==> config.mk <==
export PLATFORM = sky130hd
export DESIGN_NAME = burst_salvo_dispense_sequencer
export DESIGN_NICKNAME = d
export VERILOG_FILES = /design/src/design/bsds_pkg.sv /design/src/design/burst_salvo_dispense_sequencer.sv /design/src/design/bsds_cfg.sv /design/src/design/bsds_chan.sv
export SDC_FILE = /design/constraint.sdc
export NUM_CORES = 1
export LEC_CHECK = 0
export BUFFER_PORTS_ARGS = -buffer_cell sky130_fd_sc_hd__buf_2
export CORE_ASPECT_RATIO = 1.75
export CORE_MARGIN = 2
export CORE_UTILIZATION = 30
export DETAILED_ROUTE_END_ITERATION = 8
export PLACE_DENSITY = 0.49
export SLEW_MARGIN = 20
export SYNTH_ARGS = -nofsm -noshare
export SYNTH_HDL_FRONTEND = slang
export SYNTH_SLANG_ARGS = --single-unit
==> constraint.sdc <==
create_clock -name clk -period 7.4 [get_ports clk]
set_clock_uncertainty 0.1 [all_clocks]
set_input_delay 1.11 -clock clk [delete_from_list [all_inputs] [get_ports clk]]
set_output_delay 1.11 -clock clk [all_outputs]
set_load 0.01 [all_outputs]
==> src/design/bsds_pkg.sv <==
// ----------------------------------------------------------------------------
// bsds_pkg
// types and constants of the burst/salvo dispense sequencer
// ----------------------------------------------------------------------------
package bsds_pkg;

  localparam int QTY_W   = 7;
  localparam int TIME_W  = 16;
  localparam int STOCK_W = 8;
  localparam int SALVO_W = 8;
  localparam int CFG_IDX_W  = 3;
  localparam int CFG_DATA_W = 16;

  // command codes carried in the mode field
  localparam logic [1:0] MODE_TICK  = 2'd0;
  localparam logic [1:0] MODE_START = 2'd1;
  localparam logic [1:0] MODE_LOAD  = 2'd2;

  // register indexes
  localparam logic [CFG_IDX_W-1:0] REG_CHAFF_BURST_QTY      = 3'd0;
  localparam logic [CFG_IDX_W-1:0] REG_CHAFF_BURST_INTERVAL = 3'd1;
  localparam logic [CFG_IDX_W-1:0] REG_CHAFF_SALVO_QTY      = 3'd2;
  localparam logic [CFG_IDX_W-1:0] REG_CHAFF_SALVO_INTERVAL = 3'd3;
  localparam logic [CFG_IDX_W-1:0] REG_FLARE_BURST_QTY      = 3'd4;
  localparam logic [CFG_IDX_W-1:0] REG_FLARE_BURST_INTERVAL = 3'd5;
  localparam logic [CFG_IDX_W-1:0] REG_FLARE_SALVO_QTY      = 3'd6;
  localparam logic [CFG_IDX_W-1:0] REG_FLARE_SALVO_INTERVAL = 3'd7;

  // register reset values
  localparam logic [QTY_W-1:0]  RST_BURST_QTY      = 7'd1;
  localparam logic [TIME_W-1:0] RST_BURST_INTERVAL = 16'd20;
  localparam logic [QTY_W-1:0]  RST_SALVO_QTY      = 7'd1;
  localparam logic [TIME_W-1:0] RST_SALVO_INTERVAL = 16'd100;

  typedef struct packed {
    logic [1:0]         mode;
    logic               rwr_present;
    logic               rwr_on;
    logic               chaff_power;
    logic               flare_power;
    logic               bus_fault;
    logic [STOCK_W-1:0] chaff_load;
    logic [STOCK_W-1:0] flare_load;
  } in_t;

  typedef struct packed {
    logic               chaff_released;
    logic               flare_released;
    logic               program_active;
    logic [STOCK_W-1:0] chaff_left;
    logic [STOCK_W-1:0] flare_left;
  } out_t;

  typedef struct packed {
    logic [QTY_W-1:0]  burst_qty;
    logic [TIME_W-1:0] burst_interval;
    logic [QTY_W-1:0]  salvo_qty;
    logic [TIME_W-1:0] salvo_interval;
  } chan_cfg_t;

  // per-channel command for one accepted transfer
  typedef struct packed {
    logic               start;
    logic               tick;
    logic               load;
    logic               may_release;
    logic [STOCK_W-1:0] load_value;
  } chan_cmd_t;

  // per-channel status for the same transfer
  typedef struct packed {
    logic               released;
    logic               finished;
    logic [STOCK_W-1:0] stock_next;
  } chan_stat_t;

endpackage

==> src/design/burst_salvo_dispense_sequencer.sv <==
// ----------------------------------------------------------------------------
// burst_salvo_dispense_sequencer
// two-channel chaff/flare dispenser running one burst/salvo release program
// ----------------------------------------------------------------------------
// One command per input transfer: load inventory, start a program, or one
// program tick. Every input transfer produces exactly one result transfer
// carrying the release flags, the program state and the remaining stock
// after that command. Each command is decided in the cycle it is taken: the
// channel counters update at the input edge and the result lands in a single
// output register, so the block sustains one transfer per clock. The only
// thing that holds the input back is a full output register that the
// consumer is not taking (in_ready = !out_valid || out_ready). Configuration
// writes take effect on the next edge and have no read-back.
module burst_salvo_dispense_sequencer (
  input  logic                            clk,
  input  logic                            rst,
  input  logic                            in_valid,
  output logic                            in_ready,
  input  bsds_pkg::in_t                   in_data,
  output logic                            out_valid,
  input  logic                            out_ready,
  output bsds_pkg::out_t                  out_data,
  input  logic                            cfg_we,
  input  logic [bsds_pkg::CFG_IDX_W-1:0]  cfg_index,
  input  logic [bsds_pkg::CFG_DATA_W-1:0] cfg_data
);

  bsds_pkg::chan_cfg_t  chaff_cfg, flare_cfg;
  bsds_pkg::chan_cmd_t  chaff_cmd, flare_cmd;
  bsds_pkg::chan_stat_t chaff_stat, flare_stat;

  logic active, active_next;
  logic accept;
  logic is_tick, is_start, is_load;
  logic release_ok;

  // output register frees up in the same cycle it is taken
  assign in_ready = !out_valid || out_ready;
  assign accept   = in_valid && in_ready;

  bsds_cfg u_cfg (
    .clk       (clk),
    .rst       (rst),
    .cfg_we    (cfg_we),
    .cfg_index (cfg_index),
    .cfg_data  (cfg_data),
    .chaff_cfg (chaff_cfg),
    .flare_cfg (flare_cfg)
  );

  always_comb begin
    // a tick only runs with the program active and the receiver fitted;
    // mode 3 decodes to nothing
    is_load    = (in_data.mode == bsds_pkg::MODE_LOAD);
    is_start   = (in_data.mode == bsds_pkg::MODE_START);
    is_tick    = (in_data.mode == bsds_pkg::MODE_TICK) && in_data.rwr_present && active;
    release_ok = in_data.rwr_on && !in_data.bus_fault;

    chaff_cmd.load        = is_load;
    chaff_cmd.start       = is_start;
    chaff_cmd.tick        = is_tick;
    chaff_cmd.may_release = release_ok && in_data.chaff_power;
    chaff_cmd.load_value  = in_data.chaff_load;

    flare_cmd.load        = is_load;
    flare_cmd.start       = is_start;
    flare_cmd.tick        = is_tick;
    flare_cmd.may_release = release_ok && in_data.flare_power;
    flare_cmd.load_value  = in_data.flare_load;

    // program ends once both channels have run out of bursts and salvos
    active_next = active;
    if (is_start) begin
      active_next = 1'b1;
    end else if (is_tick && chaff_stat.finished && flare_stat.finished) begin
      active_next = 1'b0;
    end
  end

  bsds_chan u_chaff (
    .clk  (clk),
    .rst  (rst),
    .en   (accept),
    .cfg  (chaff_cfg),
    .cmd  (chaff_cmd),
    .stat (chaff_stat)
  );

  bsds_chan u_flare (
    .clk  (clk),
    .rst  (rst),
    .en   (accept),
    .cfg  (flare_cfg),
    .cmd  (flare_cmd),
    .stat (flare_stat)
  );

  // program flag
  always_ff @(posedge clk) begin
    if (rst) begin
      active <= 1'b0;
    end else if (accept) begin
      active <= active_next;
    end
  end

  // result register
  always_ff @(posedge clk) begin
    if (rst) begin
      out_valid <= 1'b0;
    end else if (accept) begin
      out_valid <= 1'b1;
    end else if (out_ready) begin
      out_valid <= 1'b0;
    end
  end

  always_ff @(posedge clk) begin
    if (accept) begin
      out_data.chaff_released <= chaff_stat.released;
      out_data.flare_released <= flare_stat.released;
      out_data.program_active <= active_next;
      out_data.chaff_left     <= chaff_stat.stock_next;
      out_data.flare_left     <= flare_stat.stock_next;
    end
  end

endmodule

==> src/design/bsds_cfg.sv <==
// ----------------------------------------------------------------------------
// bsds_cfg
// configuration register file, one set of four registers per channel
// ----------------------------------------------------------------------------
module bsds_cfg (
  input  logic                                clk,
  input  logic                                rst,
  input  logic                                cfg_we,
  input  logic [bsds_pkg::CFG_IDX_W-1:0]      cfg_index,
  input  logic [bsds_pkg::CFG_DATA_W-1:0]     cfg_data,
  output bsds_pkg::chan_cfg_t                 chaff_cfg,
  output bsds_pkg::chan_cfg_t                 flare_cfg
);

  always_ff @(posedge clk) begin
    if (rst) begin
      chaff_cfg.burst_qty      <= bsds_pkg::RST_BURST_QTY;
      chaff_cfg.burst_interval <= bsds_pkg::RST_BURST_INTERVAL;
      chaff_cfg.salvo_qty      <= bsds_pkg::RST_SALVO_QTY;
      chaff_cfg.salvo_interval <= bsds_pkg::RST_SALVO_INTERVAL;
      flare_cfg.burst_qty      <= bsds_pkg::RST_BURST_QTY;
      flare_cfg.burst_interval <= bsds_pkg::RST_BURST_INTERVAL;
      flare_cfg.salvo_qty      <= bsds_pkg::RST_SALVO_QTY;
      flare_cfg.salvo_interval <= bsds_pkg::RST_SALVO_INTERVAL;
    end else if (cfg_we) begin
      case (cfg_index)
        bsds_pkg::REG_CHAFF_BURST_QTY:
          chaff_cfg.burst_qty <= cfg_data[bsds_pkg::QTY_W-1:0];
        bsds_pkg::REG_CHAFF_BURST_INTERVAL:
          chaff_cfg.burst_interval <= cfg_data[bsds_pkg::TIME_W-1:0];
        bsds_pkg::REG_CHAFF_SALVO_QTY:
          chaff_cfg.salvo_qty <= cfg_data[bsds_pkg::QTY_W-1:0];
        bsds_pkg::REG_CHAFF_SALVO_INTERVAL:
          chaff_cfg.salvo_interval <= cfg_data[bsds_pkg::TIME_W-1:0];
        bsds_pkg::REG_FLARE_BURST_QTY:
          flare_cfg.burst_qty <= cfg_data[bsds_pkg::QTY_W-1:0];
        bsds_pkg::REG_FLARE_BURST_INTERVAL:
          flare_cfg.burst_interval <= cfg_data[bsds_pkg::TIME_W-1:0];
        bsds_pkg::REG_FLARE_SALVO_QTY:
          flare_cfg.salvo_qty <= cfg_data[bsds_pkg::QTY_W-1:0];
        bsds_pkg::REG_FLARE_SALVO_INTERVAL:
          flare_cfg.salvo_interval <= cfg_data[bsds_pkg::TIME_W-1:0];
        default: begin
        end
      endcase
    end
  end

endmodule

==> src/design/bsds_chan.sv <==
// ----------------------------------------------------------------------------
// bsds_chan
// one dispenser channel: wait countdown, burst and salvo counters, stock
// ----------------------------------------------------------------------------
module bsds_chan (
  input  logic                 clk,
  input  logic                 rst,
  input  logic                 en,
  input  bsds_pkg::chan_cfg_t  cfg,
  input  bsds_pkg::chan_cmd_t  cmd,
  output bsds_pkg::chan_stat_t stat
);

  logic [bsds_pkg::TIME_W-1:0]  wait_cnt, wait_cnt_next;
  logic [bsds_pkg::QTY_W-1:0]   burst_done, burst_done_next;
  logic [bsds_pkg::SALVO_W-1:0] salvos_left, salvos_left_next;
  logic                         rearmed, rearmed_next;
  logic [bsds_pkg::STOCK_W-1:0] stock, stock_next;

  logic [bsds_pkg::TIME_W-1:0]  w_dec, w_arm;
  logic [bsds_pkg::QTY_W-1:0]   bd_arm, bd_rel;
  logic [bsds_pkg::SALVO_W-1:0] sl_arm;
  logic                         ra_arm;
  logic                         do_rearm, due, fire, give;
  logic                         sl_pos, sl_nonpos;

  always_comb begin
    // countdown stops at zero
    w_dec  = (wait_cnt != '0) ? wait_cnt - 1'b1 : wait_cnt;

    // rearm for the next salvo
    sl_pos   = !salvos_left[bsds_pkg::SALVO_W-1] && (salvos_left != '0);
    do_rearm = (burst_done >= cfg.burst_qty) && sl_pos && !rearmed;
    w_arm    = do_rearm ? cfg.salvo_interval : w_dec;
    bd_arm   = do_rearm ? '0 : burst_done;
    sl_arm   = do_rearm ? salvos_left - 1'b1 : salvos_left;
    ra_arm   = do_rearm ? 1'b1 : rearmed;

    // release attempt
    due    = (w_arm == '0) && (bd_arm < cfg.burst_qty);
    fire   = due && cmd.may_release;
    give   = fire && (stock != '0);
    bd_rel = fire ? bd_arm + 1'b1 : bd_arm;

    wait_cnt_next    = wait_cnt;
    burst_done_next  = burst_done;
    salvos_left_next = salvos_left;
    rearmed_next     = rearmed;
    stock_next       = stock;

    if (cmd.load) begin
      stock_next = cmd.load_value;
    end else if (cmd.start) begin
      burst_done_next  = '0;
      wait_cnt_next    = cfg.burst_interval;
      salvos_left_next = {1'b0, cfg.salvo_qty} - 1'b1;
    end else if (cmd.tick) begin
      wait_cnt_next    = fire ? cfg.burst_interval : w_arm;
      burst_done_next  = bd_rel;
      salvos_left_next = sl_arm;
      rearmed_next     = due ? 1'b0 : ra_arm;
      stock_next       = give ? stock - 1'b1 : stock;
    end

    sl_nonpos = salvos_left_next[bsds_pkg::SALVO_W-1] || (salvos_left_next == '0);

    stat.released   = cmd.tick && give;
    stat.finished   = (burst_done_next >= cfg.burst_qty) && sl_nonpos;
    stat.stock_next = stock_next;
  end

  always_ff @(posedge clk) begin
    if (rst) begin
      wait_cnt    <= '0;
      burst_done  <= '0;
      salvos_left <= '0;
      rearmed     <= 1'b0;
      stock       <= '0;
    end else if (en) begin
      wait_cnt    <= wait_cnt_next;
      burst_done  <= burst_done_next;
      salvos_left <= salvos_left_next;
      rearmed     <= rearmed_next;
      stock       <= stock_next;
    end
  end

endmodule

* Word-level counts from Yosys, hierarchy flattened
Cells that the tools add are included.
Word-level totals: bits in registers 193, bits of input ports 47, output and inout port bits 21
Operators by class: add/sub/neg operators 10, $lt $le $gt $ge 6, eq/ne operators 9, mux-type cells 44, bitwise logic cells 2, reduce and logical (&&, ||, !) cells 60
Operators by type and width (number):
- 16-bit 2-to-1 mux | 10
- 8-bit 2-to-1 mux | 16
- 7-bit 2-to-1 mux | 10
- 16-bit zero test | 2
- 16-bit nonzero test | 2
- 8-bit nonzero test | 4
- 16-bit by 1-bit subtractor with 16-bit output, second input constant | 2
- 8-bit by 1-bit subtractor with 8-bit output, second input constant | 4
- 7-bit >= comparator | 4
- 1-bit logical AND | 24
- 8-bit zero test | 2
- 2-bit AND reduction | 8
- 7-bit by 1-bit subtractor with 8-bit output, second input constant | 2
- 7-bit by 1-bit adder with 7-bit output, second input constant | 2
- 7-bit < comparator | 2
- 3-bit == test, second input constant | 4
- 5-bit AND reduction | 2
- 1-bit 2-to-1 mux | 8
- 2-bit nonzero test | 4
- 3-bit by 2-bit == test with 1-bit output, second input constant | 2
- 1-bit zero test | 6
- 3-bit by 1-bit == test with 1-bit output, second input constant | 1
- 3-bit zero test | 1
- 1-bit logical OR | 3
- other kinds (5) | 6

* Logic depth before layout (Yosys ltp)
depth after elaboration 18, gate-level depth with buffers 30

* By module
A second synthesis with hierarchy kept.
Second synthesis, totals: cells, all modules 1601, area, all modules 13033.8 um2
Modules (own cells, without submodules):
- bsds_chan (u_flare) | times used 1, cells an instance 613, area each 4337.9 um2, sequential area each 800.8 um2
- bsds_chan (u_chaff) | times used 1, cells an instance 617, area each 4292.9 um2, sequential area each 800.8 um2
- bsds_cfg | times used 1, cells an instance 336, area each 3679.8 um2, sequential area each 1841.8 um2
- burst_salvo_dispense_sequencer | times used 1, cells an instance 35, area each 723.2 um2, sequential area each 610.6 um2

* Least setup slack after synthesis
No wires, ideal clock.
path kind flip-flop to flip-flop, from register u_chaff.burst_done[0] (netlist bit), to register out_data[16] (netlist bit), data pin, setup time 0.274 ns, arrival time 5.642 ns, required time 7.026 ns, slack 1.384 ns, cell stages (with the launch flop) 28, buffers on the path 4, cells stage by stage dfxtp_1 clkbuf_1 inv_1 ha_1 nand2b_1 a2111oi_1 o31ai_1 nand3_1 clkbuf_1 and2_1 ha_1 nand4_1 o2111ai_1 o41ai_2 or3b_1 buf_2 clkbuf_1 nor3_1 nor2_1 a221o_1 ha_1 nand2_1 o21ai_0 nand3_1 a211oi_1 o2111ai_1 o21ai_0 a31oi_1
On the way: longest elaborated chain between the ends 17
Ends and longest elaborated chain:
- start: declaration | line bsds_chan.sv:15 | logic [bsds_pkg::QTY_W-1:0] burst_done, burst_done_next;
- start signal: assignment | line bsds_chan.sv:81 | burst_done <= burst_done_next;
- 7-bit >= comparator | line bsds_chan.sv:33 | do_rearm = (burst_done >= cfg.burst_qty) && sl_pos && !rearmed;
- 1-bit logical AND (2 in a row) | line bsds_chan.sv:33
- 7-bit 2-to-1 mux or 16-bit 2-to-1 mux (tied branches) | line bsds_chan.sv:35, bsds_chan.sv:34
- 7-bit < comparator or 16-bit zero test (tied branches) | line bsds_chan.sv:40 | due = (w_arm == '0) && (bd_arm < cfg.burst_qty);
- 1-bit logical AND | line bsds_chan.sv:40
- 1-bit logical AND | line bsds_chan.sv:41 | fire = due && cmd.may_release;
- 7-bit 2-to-1 mux * | line bsds_chan.sv:43 | bd_rel = fire ? bd_arm + 1'b1 : bd_arm;
- 7-bit 2-to-1 mux * | line bsds_chan.sv:57 | end else if (cmd.tick) begin
- 7-bit 2-to-1 mux * | line bsds_chan.sv:53 | end else if (cmd.start) begin
- 7-bit 2-to-1 mux * | line bsds_chan.sv:51 | if (cmd.load) begin
- net u_chaff.burst_done_next, one bit | line bsds_chan.sv:15
- 7-bit >= comparator * | line bsds_chan.sv:68 | stat.finished = (burst_done_next >= cfg.burst_qty) && sl_nonpos;
- 1-bit logical AND * | line bsds_chan.sv:68
- 1-bit logical AND * (2 in a row) | line burst_salvo_dispense_sequencer.sv:75 | end else if (is_tick && chaff_stat.finished && flare_stat.finished) begin
- 1-bit 2-to-1 mux * | line burst_salvo_dispense_sequencer.sv:75
- 1-bit 2-to-1 mux * | line burst_salvo_dispense_sequencer.sv:73 | if (is_start) begin
- net active_next | line burst_salvo_dispense_sequencer.sv:32 | logic active, active_next;
- end: declaration | line burst_salvo_dispense_sequencer.sv:22 | output bsds_pkg::out_t out_data,
The timed path passes the listed nets; every way through them passes the cells marked *. A chain may end at the register's enable or synchronous reset.

* Worst setup path in the final report
from register u_chaff.burst_done[0] (netlist bit), to register out_data[16] (netlist bit), data pin
On the way: longest elaborated chain between the ends 17
Ends and longest elaborated chain (line):
- 7-bit >= comparator | bsds_chan.sv:33
- 1-bit logical AND (2 in a row) | bsds_chan.sv:33
- 7-bit 2-to-1 mux or 16-bit 2-to-1 mux (tied branches) | bsds_chan.sv:35, bsds_chan.sv:34
- 7-bit < comparator or 16-bit zero test (tied branches) | bsds_chan.sv:40
- 1-bit logical AND | bsds_chan.sv:40
- 1-bit logical AND | bsds_chan.sv:41
- 7-bit 2-to-1 mux | bsds_chan.sv:43
- 7-bit 2-to-1 mux | bsds_chan.sv:57
- 7-bit 2-to-1 mux | bsds_chan.sv:53
- 7-bit 2-to-1 mux | bsds_chan.sv:51
- 7-bit >= comparator | bsds_chan.sv:68
- 1-bit logical AND * | bsds_chan.sv:68
- 1-bit logical AND * (2 in a row) | burst_salvo_dispense_sequencer.sv:75
- 1-bit 2-to-1 mux * | burst_salvo_dispense_sequencer.sv:75
- 1-bit 2-to-1 mux * | burst_salvo_dispense_sequencer.sv:73
- net active_next | burst_salvo_dispense_sequencer.sv:32
Marked as above.

==> impl_metrics.json <==
{
  "final_cells": 2206,
  "syn_avg_cell_area_um2": 7.49,
  "setup_viol": 0,
  "overflow": 0,
  "path_clk_slew_ps": 70,
  "gp_congestion": 0.914,
  "synth_cell_types": 81,
  "max_freq_mhz": 148,
  "ys_seq_area_frac": 0.330,
  "first_pass_iters": 5,
  "fp.coreArea_um2": 40700,
  "holdPathStages": 2,
  "fp.dieW_um": 157,
  "r2r.worst_path.cells": 27,
  "worstMarginPinSlew_ps": 1180,
  "cts_root_buf": "clkbuf_16",
  "nNetsFinal": 1745,
  "cts-resized-gates": 0,
  "p_int_mw": 1.83,
  "drtIter0Drc": 957,
  "yosysWarnings": 0,
  "place_inst": 2174,
  "status": "complete, no violations",
  "grt_max_degree": 71,
  "area_growth_pct": 11.3,
  "cts_buffers": 17,
  "combinationalPowerShare": 0.214,
  "synthesis.area_um2": 12300,
  "min_to": "u_cfg.chaff_cfg[30]$_SDFFE_PP0P_",
  "p_sw_mw": 0.860,
  "drc": 0,
  "cp-end-kind": "register",
  "syn_inst": 1642,
  "dp_hpwl_um": 32700,
  "layout_commonest_cell": "nand2_1",
  "critPathMaxFanout": 10,
  "ff2ff_setup_slack_ps": 660,
  "io_pins": 68,
  "peakVddDrop_v": 0.000120,
  "worstPathRequired_ps": 7490,
  "ant_nets": 0,
  "die_h_um": 272,
  "fill_cells": 4492,
  "postCtsSetupRepairBufs": 0,
  "max-slew-margin-rel": 0.209,
  "synth_nets": 1744,
  "min_path_type": "reg2reg",
  "worst_hold_startpoint": "u_cfg.chaff_cfg[30]$_SDFFE_PP0P_",
  "viasPerCell": 5.54,
  "antenna_found_initial": 0,
  "synth_top_cell_by_area": "dfxtp_1",
  "r2r-start": "u_chaff.burst_done[0]$_SDFFE_PP0P_",
  "cts_hold_buf": 0,
  "p_leak_nw": 4.94,
  "yosysTopAreaCellShare": 0.283,
  "cts_tree": "done",
  "period_needed_ps": 6740,
  "final_cell_mix": "nand2_1 (291), dfxtp_1 (174), nor2_1 (137), a21oi_1 (127), o21ai_0 (102)",
  "synth_area_leaders": "dfxtp_1 (28%), nand2_1 (8.9%), ha_1 (5.6%), a21oi_1 (5.2%), edfxtp_1 (4.6%)",
  "synthArstFlopShare": 0,
  "grt_first_pass_wirelength_um": 69300,
  "track_usage": 0.210,
  "rows": 98,
  "clockBufferDepth": 2,
  "p_total_mw": 2.69,
  "swShare": 0.319,
  "finalMaxSlewViolations": 0,
  "setup.worst_path.class": "reg2reg",
  "period_share": 0.911,
  "port_buffers": 67,
  "drt-wirelength-per-cell_um": 20.2,
  "startpoint_type": "register",
  "hold_violations": 0,
  "synth-edff-count": 19,
  "wl_um": 44700,
  "cp_data_arrival_time_ps": 6830,
  "r2r-end": "out_data[16]$_DFFE_PP_",
  "rsz0062_at_grt": "no",
  "multi_input_area_um2": 7620,
  "layout-drive-gt1-share": 0.0906,
  "vias": 12220,
  "dieArea_um2": 42700,
  "grt_pass1_vias": 11927,
  "clock_sinks": 193,
  "clk_latency_ps": 460,
  "antenna_cells": 0,
  "seq_area_um2": 4050,
  "p_per_area_nw_per_um2": 197,
  "synth_seq_cells": 193,
  "p_seq_frac": 0.419,
  "initial_utilization": 0.302,
  "synthFlopType": "dfxtp_1",
  "h-tree-depth": 4,
  "pwr-share-clk": 0.367,
  "fin_tns_setup_ps": 0,
  "max-cap-violations": 0
}
critical path: stages (launching register included):
cell	delay [ps]
dfxtp_1	490
inv_1	140
ha_1	280
nand2b_1	140
a2111oi_1	600
o31a_1	430
nor3_1	100
buf_4	190
nor2_1	250
ha_1	300
nand3_1	120
o221ai_1	140
o41a_1	360
nor3_1	340
buf_4	220
nand3_1	260
a32o_1	390
a22oi_1	140
ha_1	140
nand2b_1	90
a21o_1	110
a21oi_1	70
o21ai_0	190
nand3_1	100
a211oi_1	280
o2111ai_1	150
o21ai_0	250
a31oi_1	120
layer usage:
metal  vias to the layer above  wire length [µm]  track usage
met1                      5823             18000        0.236
li1                       5971                 -            -
met5                         -                 0            0
met3                       104              1350       0.0234
met4                         0              2210        0.107
met2                       322             23100        0.386
power by group through the flow:
| stage | Sequential, mW | Combinational [mW] | Clock [mW] |
|---|---|---|---|
| after floorplan | 1.14 | 0.391 | 0 |
| after global placement | 1.15 | 0.570 | 0 |
| after detailed placement | 1.15 | 0.573 | 0 |
| after CTS | 1.13 | 0.576 | 1.01 |
| after global routing | 1.13 | 0.634 | 1.05 |
| final | 1.13 | 0.577 | 0.988 |
worst max-delay path by stage:
stage / slack, ps / depth (start not counted) / startpoint / end
after global routing: 40 / 25 / u_flare.burst_done[0]$_SDFFE_PP0P_ / out_data[16]$_DFFE_PP_
after floorplan: 1380 / 27 / u_chaff.burst_done[0]$_SDFFE_PP0P_ / out_data[16]$_DFFE_PP_
after global placement: 780 / 26 / u_chaff.burst_done[0]$_SDFFE_PP0P_ / out_data[16]$_DFFE_PP_
after CTS: 670 / 24 / u_chaff.burst_done[0]$_SDFFE_PP0P_ / out_data[16]$_DFFE_PP_
after detailed placement: 680 / 26 / u_chaff.burst_done[0]$_SDFFE_PP0P_ / out_data[16]$_DFFE_PP_
final: 660 / 27 / u_chaff.burst_done[0]$_SDFFE_PP0P_ / out_data[16]$_DFFE_PP_
final cells by class:
cell class,instances,area share
sequential,193,0.296
clock buffer,23,0.0357
clock inverter,9,0.00850
timing repair buffer,90,0.0373
tap,550,0.0503
inverter,54,0.0148
multi-input combinational,1287,0.557
sequential cells by signal (all words and copies together) (netlist names), 8 cells and up:
| signal | count |
|---|---|
| u_flare.wait_cnt | 16 |
| u_cfg.chaff_cfg | 46 |
| u_flare.salvos_left | 8 |
| u_chaff.stock | 8 |
| u_flare.stock | 8 |
| out_data | 19 |
| u_cfg.flare_cfg | 46 |
| u_chaff.wait_cnt | 16 |
| u_chaff.salvos_left | 8 |
stage by stage:
step | util | hold slack (ps) | cell area [µm²] | worst slack [ps]
finish | 0.336 | 355 | 13700 | 660
global route | 0.336 | 376 | 13700 | 40.1
detailed placement | 0.321 | 346 | 13100 | 685
floorplan | - | 329 | 12300 | 1380
CTS | 0.336 | 357 | 13700 | 666
global placement | 0.321 | 342 | 13100 | 779
cells by family (layout without fill, tap and decap cells):
family / Yosys count / count (layout) / share of synthesized area
multiplexers: 43 / 43 / 0.0353
flip-flops: 193 / 193 / 0.330
adder cells (fa/ha/maj): 55 / 55 / 0.0560
AO/OA/AOI/OAI: 431 / 431 / 0.221
AND/OR/NAND/NOR: 729 / 729 / 0.286
buffers and inverters: 162 / 176 / 0.0514
XOR/XNOR: 29 / 29 / 0.0207
Yosys cell counts, drive strengths merged, types with 23 or more instances:
master  instances
o21ai         110
nand2         291
nor3           55
nand4          23
clkbuf         90
dfxtp         174
ha             55
mux2i          40
inv            52
nor2          140
nor4           36
a31oi          38
xnor2          24
nand3          67
a21oi         127
Power figures use the tool's default switching activity.
